$ cat config.mk
export PLATFORM = sky130hd
export DESIGN_NAME = one_wire_dual_bus_master_top
export DESIGN_NICKNAME = d
export VERILOG_FILES = /design/src/rtl/core/owdm_pkg.sv /design/src/rtl/core/owdm_cfg.sv /design/src/rtl/core/owdm_ctrl.sv /design/src/rtl/core/owdm_out_buf.sv /design/src/rtl/core/one_wire_dual_bus_master_top.sv
export SDC_FILE = /design/constraint.sdc
export NUM_CORES = 1
export LEC_CHECK = 0
export ABC_AREA = 1
export BUFFER_PORTS_ARGS = -buffer_cell sky130_fd_sc_hd__buf_2
export CAP_MARGIN = 40
export CELL_PAD_IN_SITES_DETAIL_PLACEMENT = 1
export CELL_PAD_IN_SITES_GLOBAL_PLACEMENT = 2
export CORE_UTILIZATION = 35
export DETAILED_ROUTE_END_ITERATION = 10
export PLACE_DENSITY = 0.95
export SKIP_CTS_REPAIR_TIMING = 1
export SLEW_MARGIN = 10
export SYNTH_ARGS = -nofsm -noshare
export SYNTH_HDL_FRONTEND = slang
export SYNTH_SLANG_ARGS = --single-unit
$ cat constraint.sdc
create_clock -name clk -period 10.9 [get_ports clk]
set_input_delay 0.545 -clock clk [delete_from_list [all_inputs] [get_ports clk]]
set_output_delay 0.545 -clock clk [all_outputs]
set_load 0.05 [all_outputs]
$ cat src/rtl/core/owdm_pkg.sv
`default_nettype none
// ----------------------------------------------------------------------------
// owdm_pkg
// shared types and constants for the dual-line 1-wire master
// ----------------------------------------------------------------------------
package owdm_pkg;

  // tick counter width
  localparam int CNT_W = 10;
  // width of each timing register
  localparam int REG_W = 10;
  localparam int NUM_REGS = 7;
  localparam int ADDR_W = 5;
  localparam int DATA_W = 32;

  localparam logic [CNT_W-1:0] CMAX = '1;

  typedef logic [1:0] cmd_t;

  // command codes carried by a tick beat
  localparam cmd_t CMD_TICK  = 2'd0;
  localparam cmd_t CMD_RESET = 2'd1;
  localparam cmd_t CMD_WRITE = 2'd2;
  localparam cmd_t CMD_READ  = 2'd3;

  // register indexes
  localparam logic [2:0] REG_RESET_LOW   = 3'd0;
  localparam logic [2:0] REG_RESET_REL   = 3'd1;
  localparam logic [2:0] REG_PRES_TMO    = 3'd2;
  localparam logic [2:0] REG_SLOT_BUS0   = 3'd3;
  localparam logic [2:0] REG_SLOT_BUS1   = 3'd4;
  localparam logic [2:0] REG_SHORT_PULSE = 3'd5;
  localparam logic [2:0] REG_SAMPLE_DLY  = 3'd6;

  localparam logic [REG_W-1:0] RST_RESET_LOW   = 10'd750;
  localparam logic [REG_W-1:0] RST_RESET_REL   = 10'd15;
  localparam logic [REG_W-1:0] RST_PRES_TMO    = 10'd240;
  localparam logic [REG_W-1:0] RST_SLOT_BUS0   = 10'd60;
  localparam logic [REG_W-1:0] RST_SLOT_BUS1   = 10'd65;
  localparam logic [REG_W-1:0] RST_SHORT_PULSE = 10'd2;
  localparam logic [REG_W-1:0] RST_SAMPLE_DLY  = 10'd12;

  typedef struct packed {
    logic [REG_W-1:0] reset_low;
    logic [REG_W-1:0] reset_rel;
    logic [REG_W-1:0] pres_tmo;
    logic [REG_W-1:0] slot_bus0;
    logic [REG_W-1:0] slot_bus1;
    logic [REG_W-1:0] short_pulse;
    logic [REG_W-1:0] sample_dly;
  } cfg_t;

  typedef struct packed {
    logic       drive_level_0;
    logic       drive_level_1;
    logic       busy_res;
    logic       done_res;
    logic       presence_error;
    logic [7:0] received_byte;
  } res_t;

  // clamp a programmed duration to what the tick counter can reach
  function automatic logic [CNT_W-1:0] clamp_len(input logic [REG_W-1:0] len);
    logic [REG_W+CNT_W-1:0] l_ext;
    logic [REG_W+CNT_W-1:0] m_ext;
    l_ext = (REG_W+CNT_W)'(len);
    m_ext = (REG_W+CNT_W)'(CMAX);
    if (l_ext > m_ext) begin
      return CMAX;
    end
    return CNT_W'(len);
  endfunction

endpackage
`default_nettype wire

$ cat src/rtl/core/owdm_cfg.sv
`default_nettype none
// ----------------------------------------------------------------------------
// owdm_cfg
// apb register file holding the bus timing registers
// ----------------------------------------------------------------------------
module owdm_cfg (
  input  wire logic                         clk,
  input  wire logic                         rst,
  input  wire logic                         psel,
  input  wire logic                         penable,
  input  wire logic                         pwrite,
  input  wire logic [owdm_pkg::ADDR_W-1:0]  paddr,
  input  wire logic [owdm_pkg::DATA_W-1:0]  pwdata,
  output logic      [owdm_pkg::DATA_W-1:0]  prdata,
  output logic                              pready,
  output owdm_pkg::cfg_t                    cfg
);

  logic [2:0]                     idx;
  logic                           wr;
  logic [owdm_pkg::REG_W-1:0]     wval;
  logic [owdm_pkg::REG_W-1:0]     rval;

  assign idx    = paddr[4:2];
  assign wr     = psel && penable && pwrite;
  assign wval   = pwdata[owdm_pkg::REG_W-1:0];
  assign pready = 1'b1;

  always_ff @(posedge clk) begin
    if (rst) begin
      cfg.reset_low   <= owdm_pkg::RST_RESET_LOW;
      cfg.reset_rel   <= owdm_pkg::RST_RESET_REL;
      cfg.pres_tmo    <= owdm_pkg::RST_PRES_TMO;
      cfg.slot_bus0   <= owdm_pkg::RST_SLOT_BUS0;
      cfg.slot_bus1   <= owdm_pkg::RST_SLOT_BUS1;
      cfg.short_pulse <= owdm_pkg::RST_SHORT_PULSE;
      cfg.sample_dly  <= owdm_pkg::RST_SAMPLE_DLY;
    end else if (wr) begin
      unique case (idx)
        owdm_pkg::REG_RESET_LOW:   cfg.reset_low   <= wval;
        owdm_pkg::REG_RESET_REL:   cfg.reset_rel   <= wval;
        owdm_pkg::REG_PRES_TMO:    cfg.pres_tmo    <= wval;
        owdm_pkg::REG_SLOT_BUS0:   cfg.slot_bus0   <= wval;
        owdm_pkg::REG_SLOT_BUS1:   cfg.slot_bus1   <= wval;
        owdm_pkg::REG_SHORT_PULSE: cfg.short_pulse <= wval;
        owdm_pkg::REG_SAMPLE_DLY:  cfg.sample_dly  <= wval;
        default: ;
      endcase
    end
  end

  always_comb begin
    unique case (idx)
      owdm_pkg::REG_RESET_LOW:   rval = cfg.reset_low;
      owdm_pkg::REG_RESET_REL:   rval = cfg.reset_rel;
      owdm_pkg::REG_PRES_TMO:    rval = cfg.pres_tmo;
      owdm_pkg::REG_SLOT_BUS0:   rval = cfg.slot_bus0;
      owdm_pkg::REG_SLOT_BUS1:   rval = cfg.slot_bus1;
      owdm_pkg::REG_SHORT_PULSE: rval = cfg.short_pulse;
      owdm_pkg::REG_SAMPLE_DLY:  rval = cfg.sample_dly;
      default:                   rval = '0;
    endcase
  end

  assign prdata = owdm_pkg::DATA_W'(rval);

endmodule
`default_nettype wire

$ cat src/rtl/core/owdm_ctrl.sv
`default_nettype none
// ----------------------------------------------------------------------------
// owdm_ctrl
// per-tick bus sequencer: reset/presence, byte write and byte read slots
// ----------------------------------------------------------------------------
module owdm_ctrl (
  input  wire logic           clk,
  input  wire logic           rst,
  input  wire logic           accept,
  input  wire logic [1:0]     cmd,
  input  wire logic           bus_select,
  input  wire logic [7:0]     byte_to_send,
  input  wire logic           line_sense_0,
  input  wire logic           line_sense_1,
  input  owdm_pkg::cfg_t      cfg,
  output owdm_pkg::res_t      res
);

  localparam logic [3:0] PH_IDLE      = 4'd0;
  localparam logic [3:0] PH_RST_LOW   = 4'd1;
  localparam logic [3:0] PH_RST_REL   = 4'd2;
  localparam logic [3:0] PH_PRES_FALL = 4'd3;
  localparam logic [3:0] PH_PRES_RISE = 4'd4;
  localparam logic [3:0] PH_W_LOW     = 4'd5;
  localparam logic [3:0] PH_W_HIGH    = 4'd6;
  localparam logic [3:0] PH_R_LOW     = 4'd7;
  localparam logic [3:0] PH_R_WAIT    = 4'd8;
  localparam logic [3:0] PH_R_REST    = 4'd9;

  logic [3:0]                  phase, phase_next;
  logic [owdm_pkg::CNT_W-1:0]  tick_count, tick_count_next;
  logic [2:0]                  bit_index, bit_index_next;
  logic [7:0]                  shift_byte, shift_byte_next;
  logic                        active_bus, active_bus_next;
  logic                        error_flag, error_flag_next;
  logic [7:0]                  rx_byte, rx_byte_next;

  logic                        sense;
  logic                        cur_bit;
  logic [owdm_pkg::REG_W-1:0]  slot_len;
  logic [owdm_pkg::REG_W-1:0]  len_sel;
  logic [owdm_pkg::CNT_W-1:0]  lim;
  logic [owdm_pkg::CNT_W-1:0]  tc_inc;
  logic                        fin;
  logic                        low;
  logic                        done;

  always_comb begin
    phase_next      = phase;
    tick_count_next = tick_count;
    bit_index_next  = bit_index;
    shift_byte_next = shift_byte;
    active_bus_next = active_bus;
    error_flag_next = error_flag;
    rx_byte_next    = rx_byte;
    low             = 1'b0;
    done            = 1'b0;

    // command start: the start beat is already the first tick of the op
    if (phase == PH_IDLE && cmd != owdm_pkg::CMD_TICK) begin
      active_bus_next = bus_select;
      bit_index_next  = '0;
      tick_count_next = '0;
      if (cmd == owdm_pkg::CMD_RESET) begin
        phase_next = PH_RST_LOW;
      end else if (cmd == owdm_pkg::CMD_WRITE) begin
        shift_byte_next = byte_to_send;
        phase_next      = PH_W_LOW;
      end else begin
        shift_byte_next = '0;
        phase_next      = PH_R_LOW;
      end
    end

    sense    = active_bus_next ? line_sense_1 : line_sense_0;
    cur_bit  = shift_byte_next[0];
    slot_len = active_bus_next ? cfg.slot_bus1 : cfg.slot_bus0;

    unique case (phase_next)
      PH_RST_LOW:   len_sel = cfg.reset_low;
      PH_RST_REL:   len_sel = cfg.reset_rel;
      PH_PRES_FALL: len_sel = cfg.pres_tmo;
      PH_PRES_RISE: len_sel = cfg.pres_tmo;
      PH_W_LOW:     len_sel = cur_bit ? cfg.short_pulse : slot_len;
      PH_W_HIGH:    len_sel = cur_bit ? slot_len : cfg.short_pulse;
      PH_R_LOW:     len_sel = cfg.short_pulse;
      PH_R_WAIT:    len_sel = cfg.sample_dly;
      PH_R_REST:    len_sel = slot_len;
      default:      len_sel = '0;
    endcase

    lim    = owdm_pkg::clamp_len(len_sel);
    // saturating tick counter
    tc_inc = (tick_count_next < owdm_pkg::CMAX) ? tick_count_next + 1'b1 : tick_count_next;
    fin    = tc_inc >= lim;

    unique case (phase_next)
      PH_RST_LOW: begin
        low             = 1'b1;
        tick_count_next = tc_inc;
        if (fin) begin
          phase_next      = PH_RST_REL;
          tick_count_next = '0;
        end
      end
      PH_RST_REL: begin
        tick_count_next = tc_inc;
        if (fin) begin
          phase_next      = PH_PRES_FALL;
          tick_count_next = '0;
        end
      end
      PH_PRES_FALL: begin
        if (!sense) begin
          phase_next      = PH_PRES_RISE;
          tick_count_next = '0;
        end else if (fin) begin
          error_flag_next = 1'b1;
          phase_next      = PH_IDLE;
          tick_count_next = '0;
          done            = 1'b1;
        end else begin
          tick_count_next = tc_inc;
        end
      end
      PH_PRES_RISE: begin
        if (sense) begin
          error_flag_next = 1'b0;
          phase_next      = PH_IDLE;
          tick_count_next = '0;
          done            = 1'b1;
        end else if (fin) begin
          error_flag_next = 1'b1;
          phase_next      = PH_IDLE;
          tick_count_next = '0;
          done            = 1'b1;
        end else begin
          tick_count_next = tc_inc;
        end
      end
      PH_W_LOW: begin
        low             = 1'b1;
        tick_count_next = tc_inc;
        if (fin) begin
          phase_next      = PH_W_HIGH;
          tick_count_next = '0;
        end
      end
      PH_W_HIGH: begin
        tick_count_next = tc_inc;
        if (fin) begin
          shift_byte_next = {1'b0, shift_byte_next[7:1]};
          tick_count_next = '0;
          if (bit_index_next == 3'd7) begin
            phase_next = PH_IDLE;
            done       = 1'b1;
          end else begin
            bit_index_next = bit_index_next + 3'd1;
            phase_next     = PH_W_LOW;
          end
        end
      end
      PH_R_LOW: begin
        low             = 1'b1;
        tick_count_next = tc_inc;
        if (fin) begin
          phase_next      = PH_R_WAIT;
          tick_count_next = '0;
        end
      end
      PH_R_WAIT: begin
        tick_count_next = tc_inc;
        if (fin) begin
          // sample lands in the msb, byte arrives lsb first
          shift_byte_next = {sense, shift_byte_next[7:1]};
          phase_next      = PH_R_REST;
          tick_count_next = '0;
        end
      end
      PH_R_REST: begin
        tick_count_next = tc_inc;
        if (fin) begin
          tick_count_next = '0;
          if (bit_index_next == 3'd7) begin
            rx_byte_next = shift_byte_next;
            phase_next   = PH_IDLE;
            done         = 1'b1;
          end else begin
            bit_index_next = bit_index_next + 3'd1;
            phase_next     = PH_R_LOW;
          end
        end
      end
      default: begin
        phase_next = PH_IDLE;
      end
    endcase

    res.drive_level_0  = !(low && !active_bus_next);
    res.drive_level_1  = !(low && active_bus_next);
    res.busy_res       = phase_next != PH_IDLE;
    res.done_res       = done;
    res.presence_error = error_flag_next;
    res.received_byte  = rx_byte_next;
  end

  always_ff @(posedge clk) begin
    if (rst) begin
      phase      <= PH_IDLE;
      tick_count <= '0;
      bit_index  <= '0;
      shift_byte <= '0;
      active_bus <= 1'b0;
      error_flag <= 1'b0;
      rx_byte    <= '0;
    end else if (accept) begin
      phase      <= phase_next;
      tick_count <= tick_count_next;
      bit_index  <= bit_index_next;
      shift_byte <= shift_byte_next;
      active_bus <= active_bus_next;
      error_flag <= error_flag_next;
      rx_byte    <= rx_byte_next;
    end
  end

endmodule
`default_nettype wire

$ cat src/rtl/core/owdm_out_buf.sv
`default_nettype none
// ----------------------------------------------------------------------------
// owdm_out_buf
// result register with one skid entry so the input side keeps flowing
// ----------------------------------------------------------------------------
module owdm_out_buf (
  input  wire logic        clk,
  input  wire logic        rst,
  input  wire logic        push,
  input  owdm_pkg::res_t   push_data,
  output logic             full,
  output logic             valid,
  input  wire logic        stall,
  output owdm_pkg::res_t   data
);

  logic            main_valid;
  logic            skid_valid;
  owdm_pkg::res_t  skid_data;
  logic            pop;

  assign pop   = main_valid && !stall;
  assign valid = main_valid;
  assign full  = skid_valid;

  always_ff @(posedge clk) begin
    if (rst) begin
      main_valid <= 1'b0;
      skid_valid <= 1'b0;
    end else if (skid_valid) begin
      if (pop) begin
        skid_valid <= 1'b0;
      end
    end else if (push) begin
      if (main_valid && !pop) begin
        skid_valid <= 1'b1;
      end else begin
        main_valid <= 1'b1;
      end
    end else if (pop) begin
      main_valid <= 1'b0;
    end
  end

  // payload path, no reset needed
  always_ff @(posedge clk) begin
    if (skid_valid) begin
      if (pop) begin
        data <= skid_data;
      end
    end else if (push) begin
      if (main_valid && !pop) begin
        skid_data <= push_data;
      end else begin
        data <= push_data;
      end
    end
  end

endmodule
`default_nettype wire

$ cat src/rtl/core/one_wire_dual_bus_master_top.sv
`default_nettype none
// an accepted tick beat's result is registered into the result register, or into its skid entry
// throughput: one beat per cycle while in_stall is low, the whole tick update sits between the
//   sequencer state registers and the result register
// in_stall rises only when the result register and its skid entry are both full
// reset (rst, synchronous): sequencer idle, counters and received byte cleared,
//   timing registers back to defaults, no result pending
// ----------------------------------------------------------------------------
// one_wire_dual_bus_master_top
// two-line 1-wire master stepped by one-microsecond tick beats
// ----------------------------------------------------------------------------
module one_wire_dual_bus_master_top (
  input  wire logic                         clk,
  input  wire logic                         rst,
  input  wire logic                         psel,
  input  wire logic                         penable,
  input  wire logic                         pwrite,
  input  wire logic [owdm_pkg::ADDR_W-1:0]  paddr,
  input  wire logic [owdm_pkg::DATA_W-1:0]  pwdata,
  output logic      [owdm_pkg::DATA_W-1:0]  prdata,
  output logic                              pready,
  input  wire logic                         in_valid,
  output logic                              in_stall,
  input  wire logic [1:0]                   cmd,
  input  wire logic                         bus_select,
  input  wire logic [7:0]                   byte_to_send,
  input  wire logic                         line_sense_0,
  input  wire logic                         line_sense_1,
  output logic                              out_valid,
  input  wire logic                         out_stall,
  output logic                              drive_level_0,
  output logic                              drive_level_1,
  output logic                              busy_res,
  output logic                              done_res,
  output logic                              presence_error,
  output logic [7:0]                        received_byte
);

  owdm_pkg::cfg_t cfg;
  owdm_pkg::res_t res;
  owdm_pkg::res_t out_data;
  logic           accept;
  logic           buf_full;

  assign in_stall = buf_full;
  assign accept   = in_valid && !buf_full;

  owdm_cfg u_cfg (
    .clk     (clk),
    .rst     (rst),
    .psel    (psel),
    .penable (penable),
    .pwrite  (pwrite),
    .paddr   (paddr),
    .pwdata  (pwdata),
    .prdata  (prdata),
    .pready  (pready),
    .cfg     (cfg)
  );

  owdm_ctrl u_ctrl (
    .clk          (clk),
    .rst          (rst),
    .accept       (accept),
    .cmd          (cmd),
    .bus_select   (bus_select),
    .byte_to_send (byte_to_send),
    .line_sense_0 (line_sense_0),
    .line_sense_1 (line_sense_1),
    .cfg          (cfg),
    .res          (res)
  );

  owdm_out_buf u_out_buf (
    .clk       (clk),
    .rst       (rst),
    .push      (accept),
    .push_data (res),
    .full      (buf_full),
    .valid     (out_valid),
    .stall     (out_stall),
    .data      (out_data)
  );

  assign drive_level_0  = out_data.drive_level_0;
  assign drive_level_1  = out_data.drive_level_1;
  assign busy_res       = out_data.busy_res;
  assign done_res       = out_data.done_res;
  assign presence_error = out_data.presence_error;
  assign received_byte  = out_data.received_byte;

endmodule
`default_nettype wire
==> results of run 1 <==
==> cell type report <==
type                            count  area (µm²)  share of cell area
Clock buffer                       17         425              0.0495
Clock inverter                     15         169              0.0197
Inverter                          136         513              0.0597
Multi-Input combinational cell    766        3860               0.449
Sequential cell                   133        2920               0.340
Tap cell                          275         344              0.0400
Timing Repair Buffer               67         360              0.0419
==> flip-flops by register name, summed over array words and instances, names as in the netlist, 3 cells and up <==
register             flops
u_cfg.cfg               70
u_out_buf.data          13
u_out_buf.skid_data     13
u_ctrl.tick_count       10
u_ctrl.rx_byte           8
u_ctrl.shift_byte        8
u_ctrl.phase             4
u_ctrl.bit_index         3
==> routing by layer <==
layer,vias to the layer above,routed length (µm)
met2,175,12000
met5,-,0
met1,3580,11100
li1,3608,-
met4,0,558
met3,40,1040
==> worst register-to-register path, delay by kind of cell, from the launching register on <==
| family | cells | cell delay [ns] |
|---|---|---|
| buffers and inverters | 2 | 0.40 |
| AOI/OAI and AO/OA | 3 | 0.58 |
| and+or+nand+nor | 19 | 3.80 |
| adders and majority gates | 1 | 0.21 |
| DFF | 1 | 0.37 |
==> cell families (layout without fill, tap and decap cells) <==
logic type      count (synthesis)  after routing  synth area share
compound gates                271            271             0.206
xor+xnor                        5              5           0.00579
fa+ha+maj                      15             15            0.0248
buf+inv                       198            235             0.114
flops                         133            133             0.386
mux                             1              1           0.00132
other cells                     2             23          0.000992
simple gates                  451            451             0.261
==> per-stage QoR <==
step | cells | hold slack, ns | instance area (µm²)
2_1_floorplan | 1097 | 0.443 | 7650
3_3_place_gp | 1377 | 0.453 | 8000
3_5_place_dp | 1377 | 0.460 | 8000
4_1_cts | 1409 | 0.438 | 8590
5_1_grt | 1409 | 0.463 | 8590
6_report | 1409 | 0.441 | 8590
==> power breakdown <==
| group | internal (mW) | switching, mW |
|---|---|---|
| Clock | 0.342 | 0.245 |
| Sequential | 0.531 | 0.0145 |
| Combinational | 0.115 | 0.334 |
| Total | 0.987 | 0.594 |
==> worst max path at each step <==
stage | startpoint | to | depth (start not counted)
floorplan | cmd[0] | u_out_buf.data[10] | 26
global placement | cmd[0] | u_out_buf.data[10] | 28
detailed placement | cmd[0] | u_out_buf.data[10] | 26
CTS | u_ctrl.phase[3] | u_out_buf.data[10] | 23
global route | u_ctrl.phase[3] | u_out_buf.data[10] | 25
finish | u_ctrl.phase[3] | u_out_buf.data[10] | 25
==> cell usage in the layout (no fill, tap or decap), types with 20 or more instances in the layout <==
master	Yosys	final
sky130_fd_sc_hd__nand2_1	236	236
sky130_fd_sc_hd__inv_1	121	121
sky130_fd_sc_hd__nor2_1	121	121
sky130_fd_sc_hd__dfxtp_1	107	107
sky130_fd_sc_hd__o21ai_0	106	106
sky130_fd_sc_hd__a21oi_1	83	83
sky130_fd_sc_hd__buf_2	3	57
sky130_fd_sc_hd__nand3_1	37	37
sky130_fd_sc_hd__edfxtp_1	26	26
sky130_fd_sc_hd__conb_1	2	23
sky130_fd_sc_hd__o22ai_1	20	20
==> impl_metrics.xml, run 1 <==
<?xml version="1.0" encoding="UTF-8"?>
<metrics>
  <group name="run_status">
    <metric name="status" unit="">finished, final reports clean</metric>
  </group>
  <group name="sta">
    <metric name="timing.slew.headroom" unit="">0.456</metric>
    <metric name="grt_setup_unrepaired" unit="">no</metric>
    <metric name="period_needed" unit="ns">5.60</metric>
    <metric name="max_freq" unit="MHz">178</metric>
    <metric name="tightest_slew" unit="ns">0.813</metric>
    <metric name="final.setup.tns" unit="ns">0</metric>
    <metric name="setup_ws" unit="ns">5.30</metric>
    <metric name="period_share" unit="">0.514</metric>
    <metric name="slew_viol_final" unit="">0</metric>
    <metric name="setup_failing_eps_final" unit="">0</metric>
    <metric name="timing.clock.skew" unit="ns">0.00658</metric>
    <metric name="finalHoldViolCount" unit="">0</metric>
  </group>
  <group name="finish">
    <metric name="layout.core_utilization" unit="">0.408</metric>
    <metric name="finalNetCount" unit="">1193</metric>
    <metric name="syn2layout_area_growth" unit="%">13.5</metric>
    <metric name="final_layout_size_suffix_gt1_frac" unit="">0.139</metric>
    <metric name="insertedDiodeCount" unit="">0</metric>
    <metric name="n_fill_cell" unit="">2719</metric>
  </group>
  <group name="floorplanning">
    <metric name="io_pins" unit="">105</metric>
    <metric name="die_y" unit="µm">149</metric>
    <metric name="floorplan.initialDensity" unit="">0.359</metric>
    <metric name="fp.dieArea" unit="mm²">0.0222</metric>
    <metric name="die-width" unit="µm">149</metric>
    <metric name="fp.coreArea" unit="mm²">0.0211</metric>
    <metric name="fp-row-count" unit="">53</metric>
  </group>
  <group name="global_route">
    <metric name="grt_pass1_vias" unit="">7390</metric>
    <metric name="number_of_antenna_violations_at_the_first_check_in_global_routing" unit="">0</metric>
    <metric name="gr-usage-met3" unit="">0.0364</metric>
    <metric name="grt.met2_usage" unit="">0.395</metric>
    <metric name="global_route.usage.met1" unit="">0.288</metric>
    <metric name="first_pass_grt_wire_length" unit="mm">39.1</metric>
    <metric name="overall_overflow_remaining_after_global_route" unit="">0</metric>
    <metric name="global_route_usage_over_all_layers" unit="">0.229</metric>
    <metric name="top_usage_layer" unit="">met2</metric>
    <metric name="grt_start_max_net_pins" unit="">81</metric>
  </group>
  <group name="setup_path">
    <metric name="crit_path_start_kind" unit="">flip-flop</metric>
    <metric name="path_buf_inv" unit="">2</metric>
    <metric name="critical-path-top-delay-family" unit="">simple AND/OR/NAND/NOR gates</metric>
    <metric name="worst_r2r_path_depth" unit="">25</metric>
    <metric name="cp_slowest_cell" unit="">sky130_fd_sc_hd__nand3_1</metric>
    <metric name="worstReg2RegEnd" unit="">u_out_buf.data[10]</metric>
    <metric name="max_stage_delay" unit="ns">0.56</metric>
    <metric name="setup.worst_path.class" unit="">reg -&gt; reg</metric>
    <metric name="r2r_start" unit="">u_ctrl.phase[3]</metric>
    <metric name="arrival" unit="ns">5.79</metric>
    <metric name="worst-r2r-setup-slack" unit="ns">5.30</metric>
    <metric name="top_fanout_value_on_the_critical_path" unit="">21</metric>
    <metric name="setup.worst_path.end_class" unit="">flip-flop</metric>
    <metric name="cp_data_required_time" unit="ns">11.08</metric>
    <metric name="critPathMostFrequentCell" unit="">sky130_fd_sc_hd__nand2_1</metric>
  </group>
  <group name="logic_synthesis">
    <metric name="proportion_of_synthesized_flip_flops_having_asynchronous_set_or_reset" unit="">0</metric>
    <metric name="synth-seq-cells" unit="">133</metric>
    <metric name="yosys.area.top_type" unit="">sky130_fd_sc_hd__dfxtp_1</metric>
    <metric name="synth_warnings" unit="">0</metric>
    <metric name="avgSynthCellArea" unit="µm²">7.03</metric>
    <metric name="dominantRegCellSynth" unit="">sky130_fd_sc_hd__dfxtp_1</metric>
    <metric name="gate_count_of_the_mapped_netlist" unit="">1076</metric>
    <metric name="seq_area_frac_synth" unit="">0.386</metric>
    <metric name="synthMostInstantiatedCell" unit="">sky130_fd_sc_hd__nand2_1</metric>
    <metric name="synth.area.top_cells" unit="">sky130_fd_sc_hd__dfxtp_1 28%, sky130_fd_sc_hd__nand2_1 12%, sky130_fd_sc_hd__edfxtp_1 10%</metric>
    <metric name="synth_edf_count" unit="">26</metric>
    <metric name="yosys_cell_types" unit="">46</metric>
    <metric name="netlist_area_before_placement" unit="mm²">0.00757</metric>
    <metric name="synth_commonest_cells" unit="">236 x sky130_fd_sc_hd__nand2_1, 121 x sky130_fd_sc_hd__inv_1, 121 x sky130_fd_sc_hd__nor2_1</metric>
    <metric name="synth_top_area_share" unit="">0.283</metric>
  </group>
  <group name="power">
    <metric name="post-layout-total-power" unit="mW">1.58</metric>
    <metric name="power_density" unit="mW/mm²">184</metric>
    <metric name="p_leak" unit="nW">3.93</metric>
    <metric name="vdd_ir_drop_max" unit="mV">0.109</metric>
  </group>
  <group name="placed_design">
    <metric name="numPortBuffers" unit="">57</metric>
    <metric name="place_hpwl" unit="mm">17.1</metric>
    <metric name="post-place-ws" unit="ns">4.98</metric>
    <metric name="finalWeightedCongestion" unit="">0.876</metric>
  </group>
  <group name="hold_path">
    <metric name="holdPathEnd" unit="">u_cfg.cfg[50]</metric>
    <metric name="holdPathStages" unit="">3</metric>
    <metric name="hold_path_startpoint" unit="">pwdata[0]</metric>
    <metric name="path_class_of_the_lowest_slack_min_delay_path" unit="">in -&gt; reg</metric>
  </group>
  <group name="detailed_routing">
    <metric name="drc_markers" unit="">0</metric>
    <metric name="avgRoutedWirePerCell" unit="µm">17.5</metric>
    <metric name="via_per_inst" unit="">5.25</metric>
    <metric name="via_count" unit="">7403</metric>
    <metric name="wire_length_after_detailed_routing" unit="mm">24.6</metric>
    <metric name="dr.first_iter.drc_count" unit="">530</metric>
    <metric name="final_antenna_net_count" unit="">0</metric>
    <metric name="dr.pass1.iters" unit="">5</metric>
  </group>
  <group name="clock_tree">
    <metric name="clkLatencyLatePin" unit="ns">0.43</metric>
    <metric name="cts_buffer_depth" unit="">2</metric>
    <metric name="cts.sink_count" unit="">133</metric>
    <metric name="htree_levels" unit="">4</metric>
    <metric name="cts_inserted_buffers" unit="">17</metric>
    <metric name="cts.root.buffer_cell" unit="">sky130_fd_sc_hd__clkbuf_16</metric>
    <metric name="clk_pin_slew" unit="ns">0.06</metric>
    <metric name="cts_tree" unit="">yes</metric>
  </group>
  <group name="run">
    <metric name="max_cap_viol_count" unit="">0</metric>
  </group>
</metrics>
Power figures use the tool's default switching activity.
==> run 2: changes to the inputs <==
- CORE_UTILIZATION: 35 -> 29
- PLACE_DENSITY: 0.95 -> 0.88
- clock period: 10.9 -> 4.8 ns (I/O delays scaled with it)
==> impl_metrics.xml, run 2 (synthesized netlist as in run 1, its figures left out) <==
<?xml version="1.0" encoding="UTF-8"?>
<metrics>
  <group name="run_status">
    <metric name="status" unit="">finished, final reports clean</metric>
  </group>
  <group name="clock_tree">
    <metric name="cts.sink_count" unit="">133</metric>
    <metric name="cts_buffer_depth" unit="">2</metric>
    <metric name="htree_levels" unit="">4</metric>
    <metric name="cts_tree" unit="">yes</metric>
    <metric name="clk_pin_slew" unit="ns">0.07</metric>
    <metric name="clkLatencyLatePin" unit="ns">0.43</metric>
    <metric name="cts.root.buffer_cell" unit="">sky130_fd_sc_hd__clkbuf_16</metric>
    <metric name="cts_inserted_buffers" unit="">17</metric>
  </group>
  <group name="finish">
    <metric name="syn2layout_area_growth" unit="%">16.5</metric>
    <metric name="layout.core_utilization" unit="">0.347</metric>
    <metric name="multiInputGateArea" unit="mm²">0.00388</metric>
    <metric name="reg_top3" unit="">u_cfg.cfg (70), u_out_buf.data (13), u_out_buf.skid_data (13)</metric>
    <metric name="final_cell_mix" unit="">236 x sky130_fd_sc_hd__nand2_1, 121 x sky130_fd_sc_hd__inv_1, 121 x sky130_fd_sc_hd__nor2_1</metric>
    <metric name="largest_register_ff_count" unit="">70</metric>
    <metric name="final_common_cell" unit="">sky130_fd_sc_hd__nand2_1</metric>
    <metric name="max_flop_register" unit="">u_cfg.cfg</metric>
    <metric name="final-seq-area" unit="mm²">0.00292</metric>
    <metric name="insertedDiodeCount" unit="">0</metric>
    <metric name="final_layout_size_suffix_gt1_frac" unit="">0.150</metric>
    <metric name="finalNetCount" unit="">1206</metric>
    <metric name="n_fill_cell" unit="">3196</metric>
  </group>
  <group name="global_route">
    <metric name="first_pass_grt_wire_length" unit="mm">40.0</metric>
    <metric name="number_of_antenna_violations_at_the_first_check_in_global_routing" unit="">0</metric>
    <metric name="grt_pass1_vias" unit="">7438</metric>
    <metric name="grt_start_max_net_pins" unit="">68</metric>
    <metric name="overall_overflow_remaining_after_global_route" unit="">0</metric>
    <metric name="global_route_usage_over_all_layers" unit="">0.196</metric>
  </group>
  <group name="floorplanning">
    <metric name="floorplan.initialDensity" unit="">0.298</metric>
    <metric name="io_pins" unit="">105</metric>
    <metric name="die_y" unit="µm">164</metric>
    <metric name="fp.coreArea" unit="mm²">0.0254</metric>
    <metric name="fp-row-count" unit="">58</metric>
    <metric name="fp.dieArea" unit="mm²">0.0267</metric>
    <metric name="die-width" unit="µm">164</metric>
  </group>
  <group name="placed_design">
    <metric name="numPortBuffers" unit="">57</metric>
    <metric name="post-place-ws" unit="ns">0.103</metric>
    <metric name="finalWeightedCongestion" unit="">0.861</metric>
    <metric name="place_hpwl" unit="mm">17.7</metric>
  </group>
  <group name="detailed_routing">
    <metric name="dr.first_iter.drc_count" unit="">433</metric>
    <metric name="dr.pass1.iters" unit="">5</metric>
    <metric name="final_antenna_net_count" unit="">0</metric>
    <metric name="wire_length_after_detailed_routing" unit="mm">25.3</metric>
    <metric name="via_per_inst" unit="">5.03</metric>
    <metric name="avgRoutedWirePerCell" unit="µm">17.1</metric>
    <metric name="via_count" unit="">7433</metric>
    <metric name="drc_markers" unit="">0</metric>
  </group>
  <group name="power">
    <metric name="sw_frac_of_total" unit="">0.369</metric>
    <metric name="vdd_ir_drop_max" unit="mV">0.197</metric>
    <metric name="post-layout-total-power" unit="mW">3.70</metric>
    <metric name="cell_internal_pwr" unit="mW">2.33</metric>
    <metric name="p_clk_frac" unit="">0.368</metric>
    <metric name="power_density" unit="mW/mm²">419</metric>
    <metric name="power.share.sequential" unit="">0.334</metric>
    <metric name="switching_power" unit="mW">1.36</metric>
    <metric name="p_leak" unit="nW">4.01</metric>
    <metric name="share_comb_of_total_power" unit="">0.297</metric>
  </group>
  <group name="sta">
    <metric name="fin_hold_ws" unit="ns">0.133</metric>
    <metric name="setup_ws" unit="ns">0.580</metric>
    <metric name="finalHoldViolCount" unit="">0</metric>
    <metric name="tightest_slew" unit="ns">0.914</metric>
    <metric name="timing.slew.headroom" unit="">0.388</metric>
    <metric name="timing.clock.skew" unit="ns">0.0101</metric>
    <metric name="max_freq" unit="MHz">237</metric>
    <metric name="slew_viol_final" unit="">0</metric>
    <metric name="period_needed" unit="ns">4.22</metric>
    <metric name="grt_setup_unrepaired" unit="">no</metric>
    <metric name="period_share" unit="">0.879</metric>
    <metric name="final.setup.tns" unit="ns">0</metric>
    <metric name="setup_failing_eps_final" unit="">0</metric>
  </group>
  <group name="setup_path">
    <metric name="top_fanout_value_on_the_critical_path" unit="">11</metric>
    <metric name="worst-r2r-setup-slack" unit="ns">0.58</metric>
    <metric name="r2r_start" unit="">u_ctrl.phase[3]</metric>
    <metric name="arrival" unit="ns">4.39</metric>
    <metric name="cp_data_required_time" unit="ns">4.97</metric>
    <metric name="crit_path_start_kind" unit="">flip-flop</metric>
    <metric name="worst_setup_path_endpoint" unit="">u_out_buf.data[10]</metric>
    <metric name="worstReg2RegEnd" unit="">u_out_buf.data[10]</metric>
    <metric name="worst_setup_path_startpoint" unit="">u_ctrl.phase[3]</metric>
    <metric name="setup.worst_path.end_class" unit="">flip-flop</metric>
    <metric name="setup.worst_path.class" unit="">reg -&gt; reg</metric>
    <metric name="worst_r2r_path_depth" unit="">24</metric>
  </group>
  <group name="run">
    <metric name="max_cap_viol_count" unit="">0</metric>
  </group>
  <group name="hold_path">
    <metric name="path_class_of_the_lowest_slack_min_delay_path" unit="">in -&gt; reg</metric>
  </group>
</metrics>
[run 2: cell count changes in the layout (fill, tap and decap cells not counted), sizes merged]
cell,delta
clkbuf,+4
buf,+13
inv,-2
bufinv,-1
clkinv,-1
[run 2: power groups by stage]
stage / Combinational (mW) / Clock [mW] / Sequential [mW]
after floorplan: 0.699 / 0 / 1.31
after CTS: 1.09 / 1.38 / 1.24
after global routing: 1.21 / 1.42 / 1.24
final: 1.10 / 1.36 / 1.24
after global placement: 1.06 / 0 / 1.26
after detailed placement: 1.09 / 0 / 1.26
[run 2: worst min-delay path by stage]
stage / from / endpoint / slack [ns] / cells after the start
after floorplan: pwdata[4] / u_cfg.cfg[34] / 0.37 / 2
after global placement: u_ctrl.bit_index[1] / u_ctrl.bit_index[1] / 0.45 / 2
after detailed placement: u_ctrl.shift_byte[2] / u_ctrl.shift_byte[2] / 0.46 / 2
after CTS: pwdata[6] / u_cfg.cfg[66] / 0.12 / 3
after global routing: pwdata[6] / u_cfg.cfg[46] / 0.16 / 3
final: pwdata[6] / u_cfg.cfg[66] / 0.13 / 3
[run 2: cell type report]
type | instances | share of cell area
multi-input cells | 766 | 0.440
inverters | 136 | 0.0582
clock buffers | 21 | 0.0572
well taps | 330 | 0.0468
repair buffers | 80 | 0.0533
clock inverters | 11 | 0.0128
flip-flops and latches | 133 | 0.331
[run 2: critical path: stages, from the launching register on]
cell and delay [ns]:
sky130_fd_sc_hd__dfxtp_1 0.36, sky130_fd_sc_hd__nor2_2 0.27, sky130_fd_sc_hd__nand3_4 0.21, sky130_fd_sc_hd__nand2_1 0.15, sky130_fd_sc_hd__nand3_2 0.15, sky130_fd_sc_hd__inv_1 0.18
sky130_fd_sc_hd__nand2_1 0.17, sky130_fd_sc_hd__o211ai_2 0.17, sky130_fd_sc_hd__buf_4 0.23, sky130_fd_sc_hd__o211ai_1 0.10, sky130_fd_sc_hd__nor3b_2 0.16, sky130_fd_sc_hd__ha_1 0.28
sky130_fd_sc_hd__nand2_1 0.07, sky130_fd_sc_hd__nor2_1 0.20, sky130_fd_sc_hd__nand3_1 0.16, sky130_fd_sc_hd__nand3_2 0.20, sky130_fd_sc_hd__nand2_1 0.14, sky130_fd_sc_hd__nand2_1 0.09
sky130_fd_sc_hd__nand2_1 0.05, sky130_fd_sc_hd__nand2_1 0.05, sky130_fd_sc_hd__nand2_1 0.05, sky130_fd_sc_hd__nor2_1 0.22, sky130_fd_sc_hd__nand2_1 0.09, sky130_fd_sc_hd__o21bai_1 0.13
sky130_fd_sc_hd__nand2_1 0.08
[run 2: metal layers]
layer / up-vias / share of wire / routed length, µm / GRT usage
li1: 3627 / - / - / -
met1: 3601 / 0.45 / 11500 / 0.244
met2: 173 / 0.48 / 12200 / 0.342
met3: 32 / 0.045 / 1130 / 0.0300
met4: 0 / 0.020 / 514 / 0.0631
met5: - / 0 / 0 / 0
[run 2: per-stage QoR]
step | instances | area (µm²)
floorplan | 1097 | 7650
detailed placement | 1445 | 8180
global route | 1477 | 8820
finish | 1477 | 8820
CTS | 1477 | 8790
global placement | 1445 | 8180
==> run 3: changes to the inputs <==
- CORE_ASPECT_RATIO: not set -> 0.6
- RECOVER_POWER: not set -> 100
- clock period: 4.8 -> 3.4 ns (I/O delays scaled with it)
==> impl_metrics.xml, run 3 (synthesized netlist as in run 1, its figures left out) <==
<?xml version="1.0" encoding="UTF-8"?>
<metrics>
  <group name="global_route">
    <metric name="number_of_antenna_violations_at_the_first_check_in_global_routing" unit="">0</metric>
    <metric name="grt_start_max_net_pins" unit="">44</metric>
    <metric name="overall_overflow_remaining_after_global_route" unit="">0</metric>
    <metric name="grt_pass1_vias" unit="">8091</metric>
    <metric name="global_route_usage_over_all_layers" unit="">0.219</metric>
    <metric name="first_pass_grt_wire_length" unit="mm">45.2</metric>
  </group>
  <group name="floorplanning">
    <metric name="fp.dieArea" unit="mm²">0.0268</metric>
    <metric name="fp.coreArea" unit="mm²">0.0254</metric>
    <metric name="die_y" unit="µm">127</metric>
    <metric name="io_pins" unit="">105</metric>
    <metric name="floorplan.initialDensity" unit="">0.297</metric>
    <metric name="die-width" unit="µm">211</metric>
    <metric name="fp-row-count" unit="">45</metric>
  </group>
  <group name="sta">
    <metric name="final.setup.tns" unit="ns">-4.81</metric>
    <metric name="tightest_slew" unit="ns">1.12</metric>
    <metric name="period_share" unit="">1.09</metric>
    <metric name="setup_ws" unit="ns">-0.303</metric>
    <metric name="period_needed" unit="ns">3.70</metric>
    <metric name="timing.slew.headroom" unit="">0.246</metric>
    <metric name="slew_viol_final" unit="">0</metric>
    <metric name="setup_failing_eps_final" unit="">32</metric>
    <metric name="finalHoldViolCount" unit="">0</metric>
    <metric name="timing.clock.skew" unit="ns">0.0145</metric>
    <metric name="grt_setup_unrepaired" unit="">yes</metric>
    <metric name="max_freq" unit="MHz">270</metric>
  </group>
  <group name="detailed_routing">
    <metric name="final_antenna_net_count" unit="">0</metric>
    <metric name="dr.pass1.iters" unit="">4</metric>
    <metric name="drc_markers" unit="">0</metric>
    <metric name="dr.first_iter.drc_count" unit="">587</metric>
    <metric name="via_per_inst" unit="">5.03</metric>
    <metric name="wire_length_after_detailed_routing" unit="mm">29.7</metric>
    <metric name="avgRoutedWirePerCell" unit="µm">18.3</metric>
    <metric name="via_count" unit="">8155</metric>
  </group>
  <group name="setup_path">
    <metric name="path_buf_inv" unit="">4</metric>
    <metric name="setup.worst_path.class" unit="">reg -&gt; reg</metric>
    <metric name="max_stage_delay" unit="ns">0.33</metric>
    <metric name="path_cells" unit="">nor2_4, nand3_4, nand2_4, nand3_4, buf_6, nor2_4, buf_6, o21ai_4, o21ai_4, clkinv_4, nor2_2, a211oi_2, ha_1, a21o_1, nor2_4, buf_4, nand4_1, nand3_1, nand2_1, nor2_2, nand3_2, o21bai_1, nand2_1</metric>
    <metric name="cp_data_required_time" unit="ns">3.59</metric>
    <metric name="top_fanout_value_on_the_critical_path" unit="">8</metric>
    <metric name="critPathMostFrequentCell" unit="">sky130_fd_sc_hd__nor2_4</metric>
    <metric name="worstReg2RegEnd" unit="">u_out_buf.data[10]</metric>
    <metric name="critical-path-top-delay-family" unit="">simple AND/OR/NAND/NOR gates</metric>
    <metric name="worst_r2r_path_depth" unit="">23</metric>
    <metric name="crit_path_start_kind" unit="">flip-flop</metric>
    <metric name="worst-r2r-setup-slack" unit="ns">-0.30</metric>
    <metric name="setup.worst_path.end_class" unit="">flip-flop</metric>
    <metric name="r2r_start" unit="">u_ctrl.phase[2]</metric>
    <metric name="cp_slowest_cell" unit="">sky130_fd_sc_hd__dfxtp_2</metric>
    <metric name="arrival" unit="ns">3.90</metric>
  </group>
  <group name="power">
    <metric name="vdd_ir_drop_max" unit="mV">0.247</metric>
    <metric name="sw_frac_of_total" unit="">0.377</metric>
    <metric name="p_leak" unit="nW">4.60</metric>
    <metric name="switching_power" unit="mW">2.28</metric>
    <metric name="power_density" unit="mW/mm²">593</metric>
    <metric name="share_comb_of_total_power" unit="">0.378</metric>
    <metric name="p_clk_frac" unit="">0.331</metric>
    <metric name="power.share.sequential" unit="">0.290</metric>
    <metric name="cell_internal_pwr" unit="mW">3.76</metric>
  </group>
  <group name="placed_design">
    <metric name="place_hpwl" unit="mm">21.6</metric>
    <metric name="placedCellCount" unit="">1567</metric>
    <metric name="finalWeightedCongestion" unit="">0.932</metric>
    <metric name="numPortBuffers" unit="">57</metric>
  </group>
  <group name="run_status">
    <metric name="status" unit="">complete, but fails checks</metric>
    <metric name="violations" unit="">negative setup slack</metric>
  </group>
  <group name="hold_path">
    <metric name="holdPathEnd" unit="">u_cfg.cfg[34]</metric>
    <metric name="holdPathStages" unit="">3</metric>
    <metric name="path_class_of_the_lowest_slack_min_delay_path" unit="">in -&gt; reg</metric>
    <metric name="hold_path_startpoint" unit="">pwdata[4]</metric>
  </group>
  <group name="run">
    <metric name="max_cap_viol_count" unit="">0</metric>
  </group>
  <group name="finish">
    <metric name="n_fill_cell" unit="">3192</metric>
    <metric name="insertedDiodeCount" unit="">0</metric>
    <metric name="max_flop_register" unit="">u_cfg.cfg</metric>
    <metric name="final_common_cell" unit="">sky130_fd_sc_hd__nand2_1</metric>
    <metric name="multiInputGateArea" unit="mm²">0.00426</metric>
    <metric name="largest_register_ff_count" unit="">70</metric>
    <metric name="reg_top3" unit="">u_cfg.cfg (70), u_out_buf.data (13), u_out_buf.skid_data (13)</metric>
    <metric name="finalNetCount" unit="">1327</metric>
    <metric name="syn2layout_area_growth" unit="%">34.6</metric>
    <metric name="layout.core_utilization" unit="">0.400</metric>
    <metric name="final-seq-area" unit="mm²">0.00293</metric>
    <metric name="final_cell_count_no_fill" unit="">1620</metric>
    <metric name="final_cell_mix" unit="">219 x sky130_fd_sc_hd__nand2_1, 120 x sky130_fd_sc_hd__inv_1, 118 x sky130_fd_sc_hd__buf_4</metric>
    <metric name="final_layout_size_suffix_gt1_frac" unit="">0.258</metric>
  </group>
  <group name="clock_tree">
    <metric name="cts_inserted_buffers" unit="">17</metric>
    <metric name="htree_levels" unit="">4</metric>
    <metric name="cts.root.buffer_cell" unit="">sky130_fd_sc_hd__clkbuf_16</metric>
    <metric name="clkLatencyLatePin" unit="ns">0.44</metric>
    <metric name="clk_pin_slew" unit="ns">0.06</metric>
    <metric name="cts_tree" unit="">yes</metric>
    <metric name="cts.sink_count" unit="">133</metric>
    <metric name="cts_buffer_depth" unit="">2</metric>
  </group>
</metrics>
==> run 3: stage by stage <==
stage	area [µm²]	hold WS, ns	total power, mW	setup slack [ns]
floorplan	7670	0.296	2.85	0.00528
detailed placement	9010	0.458	3.62	-0.522
finish	10200	0.0527	6.04	-0.303
global placement	8990	0.454	3.57	-0.381
CTS	9630	0.0306	5.62	-0.536
global route	10200	0.0749	6.32	-0.577
==> run 3: worst max-delay path by stage <==
stage | start | end | slack (ns) | cells after the start
2_1_floorplan | cmd[0] | u_out_buf.data[10] | 0.005 | 26
3_5_place_dp | cmd[0] | u_out_buf.data[10] | -0.52 | 27
4_1_cts | u_ctrl.phase[3] | u_ctrl.phase[2] | -0.54 | 24
3_3_place_gp | cmd[0] | u_ctrl.phase[2] | -0.38 | 27
6_report | u_ctrl.phase[2] | u_out_buf.data[10] | -0.30 | 23
5_1_grt | u_ctrl.phase[2] | u_out_buf.data[10] | -0.58 | 26
==> run 3: power by group through the flow <==
stage               Sequential (mW)  Clock (mW)  Combinational [mW]
CTS                            1.75        2.02                1.85
detailed placement             1.78           0                1.83
floorplan                      1.85           0               0.998
finish                         1.75        2.00                2.28
global placement               1.78           0                1.79
global route                   1.76        2.09                2.47
==> run 3: layout make-up <==
type | instances | area share
multi-input cells | 766 | 0.418
flip-flops and latches | 133 | 0.287
well taps | 352 | 0.0432
clock buffers | 17 | 0.0418
inverters | 136 | 0.0511
repair buffers | 201 | 0.140
clock inverters | 15 | 0.0189
==> run 3: worst reg2reg max path: cells and delay by family, from the launching register on <==
family / cells / cell delay, ns
buf+inv: 4 / 0.52
simple gates: 13 / 1.75
compound gates: 5 / 0.54
flops: 1 / 0.33
fa+ha+maj: 1 / 0.32
==> run 3: metal layers <==
layer | GRT usage | wire length (µm) | up-vias
li1 | - | - | 3897
met1 | 0.331 | 15000 | 4004
met2 | 0.306 | 12400 | 227
met3 | 0.0477 | 2020 | 27
met4 | 0.0601 | 315 | 0
met5 | 0 | 0 | -
